`src/sv/tfs_pkg.sv`:
```
`default_nettype none
// ----------------------------------------------------------------------------
// tfs_pkg
// Shared constants and types of the timestamp table floor search block.
// ----------------------------------------------------------------------------
package tfs_pkg;

    localparam int TABLE_DEPTH = 1024;
    localparam int IDX_W       = $clog2(TABLE_DEPTH);
    localparam int CNT_W       = IDX_W + 1;
    localparam int TIME_W      = 64;
    localparam int CFG_IDX_W   = 1;

    localparam logic [CNT_W-1:0] DEPTH_CNT = CNT_W'(TABLE_DEPTH);

    localparam logic [CFG_IDX_W-1:0] CFG_TIME_BASE_OFFSET = 1'd0;
    localparam logic [CFG_IDX_W-1:0] CFG_ENTRY_COUNT      = 1'd1;

    localparam logic MODE_LOAD  = 1'b0;
    localparam logic MODE_QUERY = 1'b1;

    typedef enum logic [1:0] {
        S_IDLE,
        S_PROBE,
        S_FINISH
    } state_t;

    typedef struct packed {
        logic              we;
        logic [IDX_W-1:0]  waddr;
        logic [TIME_W-1:0] wdata;
        logic              re;
        logic [IDX_W-1:0]  raddr;
    } ram_req_t;

endpackage
`default_nettype wire

```
`src/sv/tfs_search_ctrl.sv`:
```
`default_nettype none
// ----------------------------------------------------------------------------
// tfs_search_ctrl
// Load and query sequencer: writes table entries, runs the binary search
// one memory probe per cycle and holds the result word.
// ----------------------------------------------------------------------------
module tfs_search_ctrl (
    input  wire logic                              clk,
    input  wire logic                              rst_n,
    input  wire logic                              in_valid,
    output logic                                   in_stall,
    input  wire logic                              mode,
    input  wire logic [tfs_pkg::IDX_W-1:0]         entry_index,
    input  wire logic signed [tfs_pkg::TIME_W-1:0] time_value,
    input  wire logic signed [tfs_pkg::TIME_W-1:0] time_base_offset,
    input  wire logic [tfs_pkg::CNT_W-1:0]         entry_count,
    output tfs_pkg::ram_req_t                      ram_req,
    input  wire logic [tfs_pkg::TIME_W-1:0]        rd_data,
    output logic                                   out_valid,
    input  wire logic                              out_stall,
    output logic [tfs_pkg::IDX_W-1:0]              floor_index,
    output logic                                   no_table
);

    tfs_pkg::state_t state_reg;
    tfs_pkg::state_t state_next;

    logic [tfs_pkg::CNT_W-1:0]         lo_reg;
    logic [tfs_pkg::CNT_W-1:0]         hi_reg;
    logic [tfs_pkg::CNT_W-1:0]         mid_reg;
    logic signed [tfs_pkg::TIME_W-1:0] key_reg;
    logic signed [tfs_pkg::TIME_W-1:0] floor_time_reg;
    logic                              empty_reg;
    logic                              out_valid_reg;
    logic                              out_valid_next;
    logic [tfs_pkg::IDX_W-1:0]         floor_index_reg;
    logic                              no_table_reg;

    logic                              in_accept;
    logic                              is_query;
    logic                              count_zero;
    logic [tfs_pkg::CNT_W-1:0]         count_sat;
    logic [tfs_pkg::CNT_W-1:0]         start_mid;
    logic                              probe_le;
    logic [tfs_pkg::CNT_W-1:0]         lo_upd;
    logic [tfs_pkg::CNT_W-1:0]         hi_upd;
    logic [tfs_pkg::CNT_W:0]           mid_sum;
    logic [tfs_pkg::CNT_W-1:0]         mid_upd;
    logic                              probe_more;
    logic                              out_free;
    logic [tfs_pkg::IDX_W-1:0]         result_index;

    assign in_stall   = (state_reg != tfs_pkg::S_IDLE);
    assign in_accept  = in_valid && !in_stall;
    assign is_query   = (mode == tfs_pkg::MODE_QUERY);
    assign count_zero = (entry_count == '0);
    assign count_sat  = (entry_count > tfs_pkg::DEPTH_CNT) ? tfs_pkg::DEPTH_CNT : entry_count;
    assign start_mid  = count_sat >> 1;

    assign probe_le   = ($signed(rd_data) <= key_reg);
    assign lo_upd     = probe_le ? (mid_reg + 1'b1) : lo_reg;
    assign hi_upd     = probe_le ? hi_reg : mid_reg;
    assign mid_sum    = {1'b0, lo_upd} + {1'b0, hi_upd};
    assign mid_upd    = mid_sum[tfs_pkg::CNT_W:1];
    assign probe_more = (lo_upd < hi_upd);

    assign out_free   = !out_valid_reg || !out_stall;

    assign result_index = ((lo_reg != '0) && !(floor_time_reg < time_base_offset))
                          ? tfs_pkg::IDX_W'(lo_reg - 1'b1) : '0;

    always_comb
    begin
        state_next = state_reg;
        case (state_reg)
            tfs_pkg::S_IDLE:
            begin
                if (in_accept && is_query)
                begin
                    state_next = count_zero ? tfs_pkg::S_FINISH : tfs_pkg::S_PROBE;
                end
            end
            tfs_pkg::S_PROBE:
            begin
                state_next = probe_more ? tfs_pkg::S_PROBE : tfs_pkg::S_FINISH;
            end
            tfs_pkg::S_FINISH:
            begin
                if (out_free)
                begin
                    state_next = tfs_pkg::S_IDLE;
                end
            end
            default:
            begin
                state_next = tfs_pkg::S_IDLE;
            end
        endcase
    end

    always_comb
    begin
        ram_req        = '0;
        ram_req.waddr  = entry_index;
        ram_req.wdata  = time_value;
        ram_req.raddr  = start_mid[tfs_pkg::IDX_W-1:0];
        out_valid_next = out_valid_reg && out_stall;
        case (state_reg)
            tfs_pkg::S_IDLE:
            begin
                ram_req.we = in_accept && !is_query;
                ram_req.re = in_accept && is_query && !count_zero;
            end
            tfs_pkg::S_PROBE:
            begin
                ram_req.re    = probe_more;
                ram_req.raddr = mid_upd[tfs_pkg::IDX_W-1:0];
            end
            tfs_pkg::S_FINISH:
            begin
                if (out_free)
                begin
                    out_valid_next = 1'b1;
                end
            end
            default:
            begin
                ram_req = '0;
            end
        endcase
    end

    always_ff @(posedge clk or negedge rst_n)
    begin
        if (!rst_n)
        begin
            state_reg     <= tfs_pkg::S_IDLE;
            out_valid_reg <= 1'b0;
        end
        else
        begin
            state_reg     <= state_next;
            out_valid_reg <= out_valid_next;
        end
    end

    // search registers and result word
    always_ff @(posedge clk)
    begin
        case (state_reg)
            tfs_pkg::S_IDLE:
            begin
                if (in_accept && is_query)
                begin
                    key_reg   <= time_value;
                    lo_reg    <= '0;
                    hi_reg    <= count_sat;
                    mid_reg   <= start_mid;
                    empty_reg <= count_zero;
                end
            end
            tfs_pkg::S_PROBE:
            begin
                lo_reg  <= lo_upd;
                hi_reg  <= hi_upd;
                mid_reg <= mid_upd;
                if (probe_le)
                begin
                    floor_time_reg <= $signed(rd_data);
                end
            end
            tfs_pkg::S_FINISH:
            begin
                if (out_free)
                begin
                    floor_index_reg <= result_index;
                    no_table_reg    <= empty_reg;
                end
            end
            default:
            begin
                lo_reg <= '0;
            end
        endcase
    end

    assign out_valid   = out_valid_reg;
    assign floor_index = floor_index_reg;
    assign no_table    = no_table_reg;

endmodule
`default_nettype wire

```
`config.mk`:
```
export PLATFORM = sky130hd
export DESIGN_NAME = tfs_search_ctrl
export DESIGN_NICKNAME = d
export VERILOG_FILES = /design/src/sv/tfs_pkg.sv /design/src/sv/tfs_search_ctrl.sv
export SDC_FILE = /design/constraint.sdc
export NUM_CORES = 1
export LEC_CHECK = 0
export ABC_AREA = 1
export BUFFER_PORTS_ARGS = -buffer_cell sky130_fd_sc_hd__buf_2
export CAP_MARGIN = 25
export CORE_ASPECT_RATIO = 1.75
export CORE_UTILIZATION = 48
export DETAILED_ROUTE_END_ITERATION = 6
export PLACE_DENSITY = 0.78
export SYNTH_ARGS = -nofsm -noshare
export SYNTH_HDL_FRONTEND = slang
export SYNTH_SLANG_ARGS = --single-unit
```
`constraint.sdc`:
```
create_clock -name clk -period 5.7 [get_ports clk]
set_clock_uncertainty 0.15 [all_clocks]
set_input_delay 0 -clock clk [delete_from_list [all_inputs] [get_ports clk]]
set_output_delay 0 -clock clk [all_outputs]
set_load 0.03 [all_outputs]
```
* After elaboration in Yosys (flattened, before gate mapping)
Cells that the tools add are included.
** Word-level totals
- Register bits after elaboration :: 176
- Bits of input ports :: 218
- Output and inout bits :: 99
- Word-level logic and storage cells :: 68
** Operators by class
- Add/subtract/negate cells :: 3
- Order comparisons :: 4
- Equal/unequal tests :: 4
- Muxes and demuxes :: 20
- Bitwise operators :: 1
- Reductions and logical operators :: 26
** Operators with widths (count)
- $mux W74 :: 1
- $mux W11 :: 6
- $le A64 B64 Y1 :: 1
- $lt A64 B64 Y1 :: 1
- $pmux W11 S2 :: 2
- $pmux W11 S3 :: 1
- $pmux W10 S2 :: 1
- $add A11 B11 Y12 :: 1
- $reduce_and A2 Y1 :: 6
- $add A11 B1 Y11 const B :: 1
- $gt A11 B11 Y1 const B :: 1
- $logic_not A11 Y1 :: 1
- $lt A11 B11 Y1 :: 1
- $reduce_bool A11 Y1 :: 1
- $sub A10 B1 Y10 const B :: 1
- $mux W2 :: 4
- $logic_and A1 B1 Y1 :: 6
- $logic_not A1 Y1 :: 6
- $pmux W2 S3 :: 1
- $ne A2 B2 Y1 const B :: 2
- $reduce_bool A2 Y1 :: 2
- $mux W1 :: 3
- $reduce_or A3 Y1 :: 1
- $eq A2 B1 Y1 const B :: 1
- other kinds (6) :: 6

* Logic depth before layout (Yosys ltp)
- Depth after elaboration :: 6
- Depth in mapped cells :: 34
- Gate-level depth less buffers :: 32

* Least setup slack after synthesis
OpenSTA, ideal clock, no wires.
- Path kind :: reg2reg
- From :: reg state_reg[0]
- To :: reg lo_reg[0] (netlist name) (enable)
- Library setup time :: 394 ps
- Data arrival time :: 4871 ps
- Data required time :: 5156 ps
- Slack :: 285 ps
- Stages on the path, launching flop included :: 6
- Buffers on the path :: 0
- Clock period less this slack :: 5415 ps
- Cell sequence :: dfrtp_1 -> nor2_1 -> nand2_1 -> nor2_1 -> inv_1 -> o21ai_0
** On the way
- Cells in the longest elaborated chain, start to end :: 6
- Elaborated cells on any way between the ends :: 9
- Classes of those cells :: eq/ne: 2; bitwise: 1; reduce/logical: 6
** RTL lines
- start: declaration :: line tfs_search_ctrl.sv:25 : tfs_pkg::state_t state_reg;
- start signal: assignment :: line tfs_search_ctrl.sv:137 : state_reg <= tfs_pkg::S_IDLE;
- start signal: assignment :: line tfs_search_ctrl.sv:142 : state_reg <= state_next;
- $reduce_bool A2 Y1 :: line tfs_search_ctrl.sv:53 : assign in_stall = (state_reg != tfs_pkg::S_IDLE);
- $logic_not A1 Y1 :: line tfs_search_ctrl.sv:54 : assign in_accept = in_valid && !in_stall;
- $logic_and A1 B1 Y1 :: line tfs_search_ctrl.sv:54
- $logic_and A1 B1 Y1 :: line tfs_search_ctrl.sv:153 : if (in_accept && is_query)
- $ne A2 B2 Y1 (no source line)
- $reduce_and A2 Y1 (no source line) (*)
- end signal: assignment :: line tfs_search_ctrl.sv:164 : lo_reg <= lo_upd;
- end: declaration :: line tfs_search_ctrl.sv:28 : logic [tfs_pkg::CNT_W-1:0] lo_reg;
Mark *: on every way between the ends. The rest lies on a longest branch, timed or not.
A chain may end at the register's enable or synchronous reset.

==> results.json <==
{
  "status": "complete, no violations",
  "io_pins": 317,
  "async_reset_ff_share_pct": 1.705,
  "clkTransAtPathRegs_ns": 0.06,
  "setup_viol": 0,
  "dpl.hpwl_microns": 23300,
  "fin_area_sq_um": 15240,
  "nNetsFinal": 2081,
  "total_power_mw": 5.915,
  "cts_buffers": 17,
  "drtPass1Iterations": 5,
  "worstSetupPathType": "reg2out",
  "synth_largest_area_cell": "edfxtp_1",
  "whs_path_depth": 3,
  "tightest_slew_ns": 0.8950,
  "finalCritPeriodShare_pct": 90.82,
  "grt_overflow": 0,
  "netlist.area_leader.share_pct": 46.23,
  "chipWidth_microns": 117.7,
  "drv_cap": 0,
  "arrival_ns": 5.03,
  "grt_pass1_vias": 10673,
  "wl_per_cell_microns": 16.26,
  "cts_resized": 0,
  "synth_edf_count": 173,
  "finalNonFillerCells": 2029,
  "core_area_sq_um": 22830,
  "htree_levels": 4,
  "cts_root_buf": "clkbuf_16",
  "whs_ns": 0.1351,
  "track_usage_pct": 27.76,
  "cts_tree": "yes",
  "final_core_util_pct": 66.76,
  "netlist_instances": 1243,
  "syn_avg_cell_area_sq_um": 9.041,
  "avgViaCountPerCell": 5.093,
  "fin_ws_ns": 0.5233,
  "slew_headroom_pct": 40.34,
  "clockBufferDepth": 2,
  "use_met2_pct": 54.47,
  "placed_area_sq_um": 13190,
  "use_met1_pct": 26.19,
  "yosys.cell_types.count": 48,
  "hold_viol": 0,
  "routed_wl_microns": 32990,
  "die_area_sq_um": 24050,
  "dp_slack_ns": 1.007,
  "powerDensity_nw_per_um2": 388.0,
  "portBuffers": 316,
  "synthTopCellsByCount": "inv_1, nand2_1, edfxtp_1, ha_1, nor2_1",
  "fmax_mhz": 193.2,
  "numClockSinks": 176,
  "clkLatencyLatePin_ns": 0.43,
  "worst-path-max-fanout": 15,
  "min_path_type": "in2out",
  "synthTopCellsByArea": "edfxtp_1, ha_1, inv_1",
  "p_leak_nw": 7.769,
  "fp-row-count": 73,
  "die_y_microns": 204.4,
  "postSynthNetCount": 1611,
  "yosysWarnings": 0,
  "grt.busiest_layer": "met2",
  "ys_seq_area_share_pct": 46.89,
  "antenna_found_initial": 2,
  "ir_drop_mv": 0.4021,
  "maxSlewViolCount": 0,
  "grt_use_met3_pct": 3.934,
  "crit_path_end_kind": "primary output",
  "ys.flop_type": "edfxtp_1",
  "drive_gt1_share_pct": 23.81,
  "gp_congestion": 0.9658,
  "fin_tns_setup_ns": 0,
  "rsz0062_at_grt": "no",
  "fin_crit_ns": 5.177,
  "syn_area_sq_um": 11240,
  "synth.most_common_cell": "inv_1",
  "placed_cells": 1850,
  "setup.worst_path.start_class": "flip-flop",
  "synth_seq_cells": 176,
  "antenna_left": 0,
  "reg2reg_depth": 25,
  "worst_ep_required_time_ns": 5.55,
  "syn_to_final_growth_pct": 35.65,
  "grt_max_degree": 67,
  "grt_pass1_wl_microns": 51340,
  "initial_core_util_pct": 49.22,
  "drtIter0Drc": 539,
  "drc": 0,
  "vias": 10333
}
cells in the final DEF (no fill, tap or decap), drive strengths merged, types with 17 or more instances in the layout:
cell / Yosys / routed
buf: 7 / 326
inv: 298 / 302
nand2: 204 / 204
edfxtp: 173 / 173
ha: 149 / 149
nor2: 147 / 147
dlygate4sd3: 0 / 143
a21oi: 73 / 73
o21ai: 52 / 52
nand3: 42 / 42
nor3: 18 / 18
clkbuf: 11 / 18
nand4: 17 / 17
cell type report:
cell class	instances	area (sq um)
Clock inverter	14	177.7
Multi-Input combinational cell	750	4771
Sequential cell	176	5270
Clock buffer	18	429.2
Tap cell	300	375.4
Inverter	299	1122
Fill cell	1700	7590
Timing Repair Buffer	469	3092
Antenna cell	3	7.507
cell families (layout without fill, tap and decap cells):
logic type | Yosys count | in the layout | synth area share [%]
adders and majority gates | 150 | 150 | 16.77
DFF | 176 | 176 | 46.89
other | 0 | 3 | 0
buffers and inverters | 317 | 800 | 10.79
and+or+nand+nor | 435 | 435 | 16.53
xor gates and xnor gates | 13 | 13 | 1.013
AOI/OAI and AO/OA | 152 | 152 | 8.005
final timing paths:
path                        startpoint  slack (ns)           end
min                               mode        0.14   ram_req[85]
max reg2reg                key_reg[63]        0.97    mid_reg[9]
min in group asynchronous        rst_n        0.27  state_reg[0]
min reg2reg                  empty_reg        0.30      no_table
max in group asynchronous        rst_n        4.99  state_reg[1]
max                        key_reg[63]        0.52    ram_req[9]
layer usage:
| metal | up-vias | wire (microns) |
|---|---|---|
| met5 | - | 0 |
| met4 | 0 | 2148 |
| met3 | 137 | 1504 |
| met2 | 439 | 17900 |
| met1 | 4762 | 11440 |
| li1 | 4995 | - |
critical path, cell delays in order, from the launching register on:
cell      delay [ns]
edfxtp_1        0.36
inv_1           0.08
ha_1            0.29
a21oi_1         0.20
o21ai_0         0.10
a21oi_1         0.19
nand2_1         0.10
a21oi_1         0.20
nand2_1         0.10
nand2_2         0.10
nand3_4         0.19
o21ai_0         0.30
inv_1           0.13
ha_1            0.39
a21o_1          0.18
a31oi_1         0.21
nor2_1          0.09
o21ai_0         0.17
nand2_1         0.11
a21oi_1         0.16
o21ba_2         0.17
nor2_1          0.04
o21ai_0         0.22
nand2_1         0.09
nand2_1         0.06
nand3_1         0.09
nand2_1         0.10
buf_2           0.19
repair_timing:
item                                   CTS  global route
endpoints found under the hold margin  159             0
hold buffers                           143             0
setup buffers                            0             0
where the power goes:
group | internal (mW) | switching, mW | total, mW
combinational | 0.906 | 1.81 | 2.72
sequential | 1.85 | 0.138 | 1.99
clock | 0.696 | 0.513 | 1.21
No activity file was read; power rests on OpenSTA's default activity.
